[src/rtl/pcsd_pkg.sv]
package pcsd_pkg;

  localparam int unsigned PlaneCountDefault = 3;
  localparam logic [15:0] TickPsReset       = 16'd25000;

  localparam logic [7:0] TrigHdrByte = 8'h88;
  localparam logic [7:0] TsHdrByte   = 8'h80;
  localparam logic [7:0] RegionReset = 8'hFF;
  localparam logic [3:0] NibIdle     = 4'hF;
  localparam logic [3:0] NibEmpty    = 4'hE;
  localparam logic [3:0] NibChipHdr  = 4'hA;
  localparam logic [2:0] RegionTag   = 3'b110;
  localparam logic [1:0] DataTag     = 2'b01;
  localparam logic [2:0] TrigLast    = 3'd3;
  localparam logic [2:0] TsLast      = 3'd5;

  typedef enum logic [2:0] {
    PH_HDR   = 3'd0,
    PH_TRIG  = 3'd1,
    PH_TSCHK = 3'd2,
    PH_TS    = 3'd3,
    PH_BODY  = 3'd4,
    PH_DATA2 = 3'd5,
    PH_SKIP  = 3'd6
  } phase_e;

  typedef enum logic [1:0] {
    KIND_HIT  = 2'd0,
    KIND_TRIG = 2'd1,
    KIND_TS   = 2'd2
  } kind_e;

  typedef struct packed {
    logic [7:0] data_byte;
    logic       block_start;
    logic [1:0] plane;
  } item_t;

  typedef struct packed {
    logic        valid;
    kind_e       kind;
    logic [1:0]  plane;
    logic [12:0] column;
    logic [8:0]  row;
    logic [47:0] value;
  } result_t;

  typedef struct packed {
    phase_e     phase;
    logic [7:0] region;
    logic [5:0] pend;
    logic       stop;
  } body_t;

  // Body byte decode; never yields a result.
  function automatic body_t body_byte(input body_t cur, input logic [7:0] b);
    body_t nxt;
    nxt = cur;
    if (b[7:4] == NibIdle) begin
      nxt = cur;
    end else if (b[7:4] == NibEmpty) begin
      nxt.stop = 1'b1;
    end else if (b[7:4] == NibChipHdr) begin
      nxt.phase = PH_SKIP;
    end else if (b[7:5] == RegionTag) begin
      nxt.region = {3'b000, b[4:0]};
    end else if (b[7:6] == DataTag) begin
      nxt.pend  = b[5:0];
      nxt.phase = PH_DATA2;
    end
    return nxt;
  endfunction

endpackage

[src/rtl/pixel_chip_stream_decoder.sv]
// channel | direction | handshake                 | payload
// in      | input     | in_valid_i / in_stall_o   | data_byte_i, block_start_i, plane_i
// out     | output    | out_valid_o / out_stall_i | kind_o, hit_plane_o, column_o, row_o, value_o
// cfg     | input     | cfg_we_i                  | cfg_wdata_i (tick_ps)
//
// One item per cycle sustained while the output is not stalled; an accepted item passes
// the input register, then decode and one 32x16 multiply, into the output register.
// Reset clears the parse state, region to 255 and tick_ps to 25000.
// While a result waits under stall, one more item is still taken into the
// input register; the input side stalls only when both registers are full.
module pixel_chip_stream_decoder #(
  parameter int unsigned PLANE_COUNT = pcsd_pkg::PlaneCountDefault
) (
  input  logic        clk_i,
  input  logic        rst_ni,
  input  logic        in_valid_i,
  output logic        in_stall_o,
  input  logic [7:0]  data_byte_i,
  input  logic        block_start_i,
  input  logic [1:0]  plane_i,
  output logic        out_valid_o,
  input  logic        out_stall_i,
  output logic [1:0]  kind_o,
  output logic [1:0]  hit_plane_o,
  output logic [12:0] column_o,
  output logic [8:0]  row_o,
  output logic [47:0] value_o,
  input  logic        cfg_we_i,
  input  logic [15:0] cfg_wdata_i
);
  import pcsd_pkg::*;

  logic        s1_valid_q;
  item_t       s1_item_q;
  logic        advance;
  logic        s1_load;
  logic [15:0] tick_q;
  result_t     res;
  result_t     out_q;
  logic        out_valid_q;

  assign advance    = !out_valid_q || !out_stall_i;
  assign s1_load    = !s1_valid_q || advance;
  assign in_stall_o = !s1_load;

  always_ff @(posedge clk_i or negedge rst_ni) begin
    if (!rst_ni) begin
      tick_q <= TickPsReset;
    end else if (cfg_we_i) begin
      tick_q <= cfg_wdata_i;
    end
  end

  always_ff @(posedge clk_i or negedge rst_ni) begin
    if (!rst_ni) begin
      s1_valid_q <= 1'b0;
    end else if (s1_load) begin
      s1_valid_q <= in_valid_i;
    end
  end

  always_ff @(posedge clk_i) begin
    if (s1_load && in_valid_i) begin
      s1_item_q <= '{data_byte: data_byte_i, block_start: block_start_i, plane: plane_i};
    end
  end

  pcsd_parser #(
    .PLANE_COUNT(PLANE_COUNT)
  ) u_parser (
    .clk_i    (clk_i),
    .rst_ni   (rst_ni),
    .en_i     (s1_valid_q && advance),
    .item_i   (s1_item_q),
    .tick_ps_i(tick_q),
    .res_o    (res)
  );

  always_ff @(posedge clk_i or negedge rst_ni) begin
    if (!rst_ni) begin
      out_valid_q <= 1'b0;
    end else if (advance) begin
      out_valid_q <= res.valid;
    end
  end

  always_ff @(posedge clk_i) begin
    if (advance && res.valid) begin
      out_q <= res;
    end
  end

  assign out_valid_o = out_valid_q;
  assign kind_o      = out_q.kind;
  assign hit_plane_o = out_q.plane;
  assign column_o    = out_q.column;
  assign row_o       = out_q.row;
  assign value_o     = out_q.value;

  a_stall_needs_full: assert property (@(posedge clk_i) disable iff (!rst_ni)
    in_stall_o |-> (s1_valid_q && out_valid_q && out_stall_i))
    else $error("input stalled without both stages full");

  a_trig_fits: assert property (@(posedge clk_i) disable iff (!rst_ni)
    (out_valid_q && out_q.kind == KIND_TRIG) |-> (out_q.value[47:32] == 16'd0))
    else $error("trigger number wider than 32 bits");

  a_hit_no_value: assert property (@(posedge clk_i) disable iff (!rst_ni)
    (out_valid_q && out_q.kind == KIND_HIT) |-> (out_q.value == 48'd0))
    else $error("pixel hit carries a value");

  a_hdr_no_pixel: assert property (@(posedge clk_i) disable iff (!rst_ni)
    (out_valid_q && out_q.kind != KIND_HIT) |-> (out_q.column == 13'd0 && out_q.row == 9'd0))
    else $error("header result carries pixel address");

endmodule

[src/rtl/pcsd_parser.sv]
module pcsd_parser #(
  parameter int unsigned PLANE_COUNT = pcsd_pkg::PlaneCountDefault
) (
  input  logic              clk_i,
  input  logic              rst_ni,
  input  logic              en_i,
  input  pcsd_pkg::item_t   item_i,
  input  logic [15:0]       tick_ps_i,
  output pcsd_pkg::result_t res_o
);
  import pcsd_pkg::*;

  phase_e      phase_q, phase_d;
  logic [2:0]  cnt_q, cnt_d;
  logic [47:0] acc_q, acc_d;
  logic [7:0]  region_q, region_d;
  logic [5:0]  pend_q, pend_d;
  logic        stop_q, stop_d;

  logic        plane_ok;
  logic [47:0] ts_ticks;
  logic [47:0] ts_ps;
  logic [31:0] trig_num;
  logic [9:0]  addr;
  logic [12:0] hit_col;
  body_t       body_in, body_out;
  logic [7:0]  b;

  assign b        = item_i.data_byte;
  assign plane_ok = 32'(item_i.plane) < PLANE_COUNT;
  assign ts_ticks = {b, acc_q[39:0]};
  assign ts_ps    = (ts_ticks[47:32] == 16'd0) ?
                    48'(ts_ticks[31:0] * tick_ps_i) : 48'd0;
  assign trig_num = {b, acc_q[23:0]};
  assign addr     = {pend_q[1:0], b};
  assign hit_col  = {region_q, 5'd0} + {8'd0, pend_q[5:2], 1'b0} +
                    13'((addr[1:0] == 2'd1) || (addr[1:0] == 2'd2));

  always_comb begin
    phase_d  = phase_q;
    cnt_d    = cnt_q;
    acc_d    = acc_q;
    region_d = region_q;
    pend_d   = pend_q;
    stop_d   = stop_q;
    res_o    = '0;
    res_o.plane = item_i.plane;
    body_in  = '0;
    body_out = '0;
    if (en_i && plane_ok) begin
      if (item_i.block_start) begin
        phase_d  = PH_HDR;
        cnt_d    = '0;
        acc_d    = '0;
        region_d = RegionReset;
        pend_d   = '0;
        stop_d   = 1'b0;
      end
      body_in = '{phase: PH_BODY, region: region_d, pend: pend_d, stop: stop_d};
      body_out = body_byte(body_in, b);
      if (!stop_d) begin
        unique case (phase_d)
          PH_HDR, PH_TSCHK: begin
            if (b == TrigHdrByte && phase_d == PH_HDR) begin
              phase_d = PH_TRIG;
              cnt_d   = '0;
              acc_d   = '0;
            end else if (b == TsHdrByte) begin
              phase_d = PH_TS;
              cnt_d   = '0;
              acc_d   = '0;
            end else begin
              phase_d  = body_out.phase;
              region_d = body_out.region;
              pend_d   = body_out.pend;
              stop_d   = body_out.stop;
            end
          end
          PH_TRIG: begin
            acc_d[cnt_d[1:0]*8 +: 8] = b;
            if (cnt_d == TrigLast) begin
              phase_d     = PH_TSCHK;
              cnt_d       = '0;
              res_o.valid = 1'b1;
              res_o.kind  = KIND_TRIG;
              res_o.value = {16'd0, trig_num};
            end else begin
              cnt_d = cnt_d + 3'd1;
            end
          end
          PH_TS: begin
            acc_d[cnt_d*8 +: 8] = b;
            if (cnt_d == TsLast) begin
              phase_d     = PH_BODY;
              cnt_d       = '0;
              res_o.valid = 1'b1;
              res_o.kind  = KIND_TS;
              res_o.value = ts_ps;
            end else begin
              cnt_d = cnt_d + 3'd1;
            end
          end
          PH_DATA2: begin
            phase_d      = PH_BODY;
            res_o.valid  = 1'b1;
            res_o.kind   = KIND_HIT;
            res_o.column = hit_col;
            res_o.row    = addr[9:1];
          end
          PH_SKIP: begin
            phase_d = PH_BODY;
          end
          default: begin
            phase_d  = body_out.phase;
            region_d = body_out.region;
            pend_d   = body_out.pend;
            stop_d   = body_out.stop;
          end
        endcase
      end
    end
  end

  always_ff @(posedge clk_i or negedge rst_ni) begin
    if (!rst_ni) begin
      phase_q  <= PH_HDR;
      cnt_q    <= '0;
      acc_q    <= '0;
      region_q <= RegionReset;
      pend_q   <= '0;
      stop_q   <= 1'b0;
    end else begin
      phase_q  <= phase_d;
      cnt_q    <= cnt_d;
      acc_q    <= acc_d;
      region_q <= region_d;
      pend_q   <= pend_d;
      stop_q   <= stop_d;
    end
  end

endmodule
[config.mk]
export PLATFORM = sky130hd
export DESIGN_NAME = pixel_chip_stream_decoder
export DESIGN_NICKNAME = d
export VERILOG_FILES = /design/src/rtl/pcsd_pkg.sv /design/src/rtl/pixel_chip_stream_decoder.sv /design/src/rtl/pcsd_parser.sv
export SDC_FILE = /design/constraint.sdc
export NUM_CORES = 2
export LEC_CHECK = 0
export ABC_AREA = 1
export ABC_CLOCK_PERIOD_IN_PS = 5600
export BUFFER_PORTS_ARGS = -buffer_cell sky130_fd_sc_hd__buf_2
export CAP_MARGIN = 20
export CORE_ASPECT_RATIO = 0.6
export CORE_MARGIN = 8
export CORE_UTILIZATION = 40
export CTS_BUF_LIST = sky130_fd_sc_hd__clkbuf_8
export DETAILED_ROUTE_END_ITERATION = 7
export PLACE_DENSITY = 0.66
export SKIP_LAST_GASP = 1
export SYNTH_ARGS = -nofsm -noshare
export SYNTH_HDL_FRONTEND = slang
export SYNTH_SLANG_ARGS = --single-unit
[constraint.sdc]
create_clock -name clk_i -period 5.6 [get_ports clk_i]
set_input_delay 0.56 -clock clk_i [delete_from_list [all_inputs] [get_ports clk_i]]
set_output_delay 0.56 -clock clk_i [all_outputs]
set_load 0.005 [all_outputs]
Word-level counts from Yosys, hierarchy flattened
Cells that the tools add are included.

word-level totals
  bits in registers = 172
  bits in latches = 0
  bits in writable memories = 0
  ROM bits = 0
  bits of input ports = 32
  word-level logic and storage cells = 124
  memories = 0

cells by class
  $add $sub $neg = 5
  $mul = 1
  div/mod/pow operators = 0
  $lt $le $gt $ge = 1
  equal/unequal tests = 16
  shift-type cells = 4
  multiplexer cells = 59
  bitwise logic cells = 2
  reductions and logical operators = 19

operators by type and width
  operator                 number
  $mux 48                  7
  $pmux 48 s3              1
  $bwmux 48                2
  $pmux 48 s2              1
  $shift 8x34->48 const A  2
  $shiftx 8x34->48         2
  $mux 3                   18
  $mul 32x16->48           1
  $mux 8                   5
  $mux 6                   6
  $neg 5->34               1
  $neg 6->34               1
  $mux 32                  1
  $mux 18                  1
  $pmux 3 s3               2
  $mux 17                  1
  $eq 8x8->1 const B       2
  $logic_not 16->1         1
  $pmux 8 s2               1
  $mux 14                  1
  $add 13x1->13            1
  $add 13x5->13            1
  $eq 3x3->1 const B       4
  $eq 4x4->1 const B       3
  19 further kinds         41

Logic depth before layout (Yosys ltp)
  word-level depth = 11
  gate-level depth with buffers = 28

By module
From an unflattened synthesis, not the netlist that was laid out.

unflattened totals
  cell total of the unflattened synthesis = 3576
  area, all modules = 26122.6 µm²

modules (own cells, without submodules)
  module                     instances  cells each  area an instance (µm²)
  pcsd_parser                1          3409        22813.1
  pixel_chip_stream_decoder  1          167         3309.4

Least setup slack after synthesis
OpenSTA, ideal clock, no wires.

  path type = reg-to-reg
  from = register tick_q[7]
  to = register out_q (netlist bit value_o[36]) (data pin)
  setup time = 250 ps
  arrival = 5435 ps
  path slack = -85 ps
  stages on the path, launching flop included = 27
  path buffers = 2
  path through = dfstp_2 > clkbuf_1 > clkbuf_1 > nand2_1 > fa_1 > inv_1 > fa_1 > inv_1 > fa_1 > inv_1 > fa_1 > fa_1 > inv_1 > fa_1 > inv_1 > ha_1 > nand2_1 > nor2_1 > nand2_1 > nor3_1 > nand2_1 > nand2_1 > nand2_1 > nand2_1 > nand2_1 > inv_1 > nor2_1

on the way
  longest elaborated chain between the ends = 4

RTL lines
  element                   line                             source
  start: declaration        pixel_chip_stream_decoder.sv:37  logic [15:0] tick_q;
  start signal: assignment  pixel_chip_stream_decoder.sv:48  tick_q <= TickPsReset;
  start signal: assignment  pixel_chip_stream_decoder.sv:50  tick_q <= cfg_wdata_i;
  $mul 32x16->48            pcsd_parser.sv:33                48'(ts_ticks[31:0] * tick_ps_i) : 48'd0;
  $mux 48                   pcsd_parser.sv:32                assign ts_ps = (ts_ticks[47:32] == 16'd0) ?
  $mux 48                   pcsd_parser.sv:93                if (cnt_d == TsLast) begin
  $pmux 48 s2               pcsd_parser.sv:62                unique case (phase_d)
  end signal: assignment    pixel_chip_stream_decoder.sv:89  out_q <= res;
  end: declaration          pixel_chip_stream_decoder.sv:39  result_t out_q;

Every way passes these cells.
A chain may end at the register's enable or synchronous reset.

Worst setup path in the final report
  from = register tick_q[8]
  to = register out_q (netlist bit value_o[40]) (data pin)

Same word-level chain as after synthesis.

==> results.yml <==
outcome:
  status: "finished with violations"
  violations: "setup timing"
timing:
  period_needed_ns: 5.923
  worst_pin_slew_ns: 1.136
  max_slew_margin: 0.2424
  rsz0062_at_grt: "true"
  setup_violations: 33
  fin_crit_sh: 1.058
  maxSlewViolCount: 0
  max_freq_mhz: 168.8
  skew_ns: 0.04003
  final_hold_viol_count: 0
  worst_slack_ns: -0.3229
synthesis:
  synth_seq_cells: 164
  async_flop_share: 0.4817
  synth-main-ff-cell: "edfxtp_1"
  synth_cells: 3508
  synth.avg_cell_area_um2: 7.472
  synthTopCellsByCount: "nand2_1 (1003), inv_1 (910), fa_1 (418), nor2_1 (212), clkbuf_1 (142)"
  synth_fp_nets: 4089
  synth_area_leaders: "fa_1 (32%), nand2_1 (14%), inv_1 (13%)"
  ys_types: 55
  synth-edff-count: 85
  ys.warnings.count: 0
  yosysTopAreaCellShare: 0.3193
  yosysMostFrequentCell: "nand2_1"
  syn_area_um2: 26210
  yosysTopAreaCell: "fa_1"
  synth_seq_area_share: 0.1735
run:
  drv_cap: 0
critical_path:
  crit_path_max_fanout: 4
  startpoint_type: "register"
  cp_cell_sequence: "buf_12 -> clkbuf_16 -> nand2_1 -> fa_1 -> inv_2 -> fa_1 -> fa_1 -> fa_2 -> fa_1 -> inv_2 -> fa_2 -> inv_2 -> ha_4 -> a21oi_4 -> nor2_2 -> nor2_4 -> buf_4 -> o21bai_2 -> a21oi_1 -> nand2_2 -> nand2_1 -> nand2_1 -> nor2_2"
  slowest_stage: "dfstp_2"
  path_common_cell: "fa_1"
  crit_required_ns: 6.02
  critPathBufInv: 6
  critPathCaptureType: "register"
  crit_arrival_ns: 6.34
  critPathKind: "reg -> reg"
  cp_top_family: "adder cells"
  cp_slowest_stage_delay_ns: 0.60
routing:
  vias: 24390
  drt_wl_total_mm: 97.20
  ant_nets: 0
  wl_per_cell_um: 20.83
  drc_errors: 0
  drtPass1Iterations: 6
  drtIter0Drc: 3465
  viasPerCell: 5.227
clock_tree:
  clk_path_buf_depth: 2
  tritoncts: "yes"
  cts.clk_slew.worst_paths_ns: 0.12
  root_buffer: "clkbuf_8"
  worstSkewPairLatency_ns: 0.58
  cts.sinks: 164
  cts_max_level: 4
  cts_made_buffers: 17
floorplanning:
  die_w_um: 346.5
  die_h_um: 214.3
  die_area_um2: 74240
  num_rows: 72
  fp.coreArea_um2: 64590
  io_pins: 108
  start_util: 0.4058
final_layout:
  fin_nets: 4383
  fill_cells: 6022
  fin_util: 0.5094
  final_cells: 4666
  drive_gt1_frac: 0.2640
  antennaDiodeCount: 0
  syn_to_final_growth_pct: 25.53
global_route:
  track_usage: 0.2563
  grt_pass1_vias: 23860
  grt_max_degree: 75
  antenna_found_initial: 1
  overflow: 0
  grt_first_pass_wirelength_mm: 146.2
placed_design:
  port_buffers: 107
  dp_cells: 4595
  place_ws_ns: -0.5288
  gp_congestion: 1.014
  dp_hpwl_mm: 77.61
worst_hold_path:
  min_path_type: "in -> reg"
-- per-layer routing --
metal	global-route usage	share of wire	wire length [µm]
met4	0.05100	0.019	1872
met3	0.1238	0.16	15740
met1	0.3889	0.45	43510
met2	0.3214	0.37	36080
met5	0	0	0
-- logic make-up after synthesis --
| group | share of synthesized area |
|---|---|
| AOI/OAI and AO/OA | 0.05466 |
| xor gates and xnor gates | 0.001671 |
| adders and majority gates | 0.3818 |
| buffers and inverters | 0.1588 |
| DFF | 0.1735 |
| muxes | 0.006874 |
| and+or+nand+nor | 0.2227 |
-- final timing paths --
path                         startpoint                 end  slack, ns  depth (start not counted)
hold reg to reg            s1_item_q[1]      hit_plane_o[1]       0.46                          0
setup reg to reg              tick_q[8]         value_o[40]      -0.32                         23
min in group asynchronous        rst_ni  u_parser.acc_q[14]       0.52                          2
hold / removal               plane_i[0]        s1_item_q[0]       0.17                          1
max in group asynchronous        rst_ni          s1_valid_q       3.82                          3
setup / recovery              tick_q[8]         value_o[40]      -0.32                         23
-- what timing repair did --
action | 4_1_cts | 5_1_grt
pin swaps | 120 | 173
resized for setup | 319 | 295
hold buffers | 1 | 0
setup buffers | 15 | 24
gates cloned | 4 | 3
endpoints found under the hold margin | 23 | 0
endpoints found under the setup margin | 38 | 39
-- layout make-up --
cell class	instances	area, µm²	area share
multi-input cells	2251	19500	0.5926
flip-flops and latches	164	4548	0.1382
clock buffers	17	234.0	0.007111
well taps	851	1065	0.03236
inverters	919	3456	0.1050
repair buffers	449	3914	0.1189
clock inverters	15	188.9	0.005742
-- flip-flops by register name, indices dropped and copies added, names as in the netlist --
| signal | cells |
|---|---|
| value_o | 48 |
| u_parser.acc_q | 40 |
| tick_q | 16 |
| column_o | 13 |
| s1_item_q | 11 |
| row_o | 9 |
| u_parser.region_q | 8 |
| u_parser.pend_q | 6 |
| u_parser.cnt_q | 3 |
| u_parser.phase_q | 3 |
| hit_plane_o | 2 |
| kind_o | 2 |
| out_valid_o | 1 |
| s1_valid_q | 1 |
| u_parser.stop_q | 1 |
-- layout by cell type, fill, tap and decap left out, types with 29 or more instances in the layout --
cell,n
buf_12,44
nand3_1,86
fa_2,36
buf_2,106
a21oi_2,31
inv_2,92
dfrtp_1,64
nor2_4,36
nand2_4,49
fa_1,382
nand2_1,859
a21oi_1,53
edfxtp_1,85
ha_4,29
buf_4,259
nand2_2,102
o21ai_0,54
nor2_1,154
ha_1,100
nand3_2,35
inv_1,822
-- through the flow --
stage          area (µm²)  setup TNS (ns)  hold WS (ns)
2_1_floorplan       26210               0        0.2644
3_3_place_gp        29870          -11.48        0.4337
3_5_place_dp        29870          -11.14        0.4390
4_1_cts             31770          -4.907        0.1426
5_1_grt             32900          -12.46        0.1465
6_report            32900          -6.812        0.1728
Power is not shown: default switching activity piles up to over one toggle a cycle in this logic, so the estimate is an artifact.
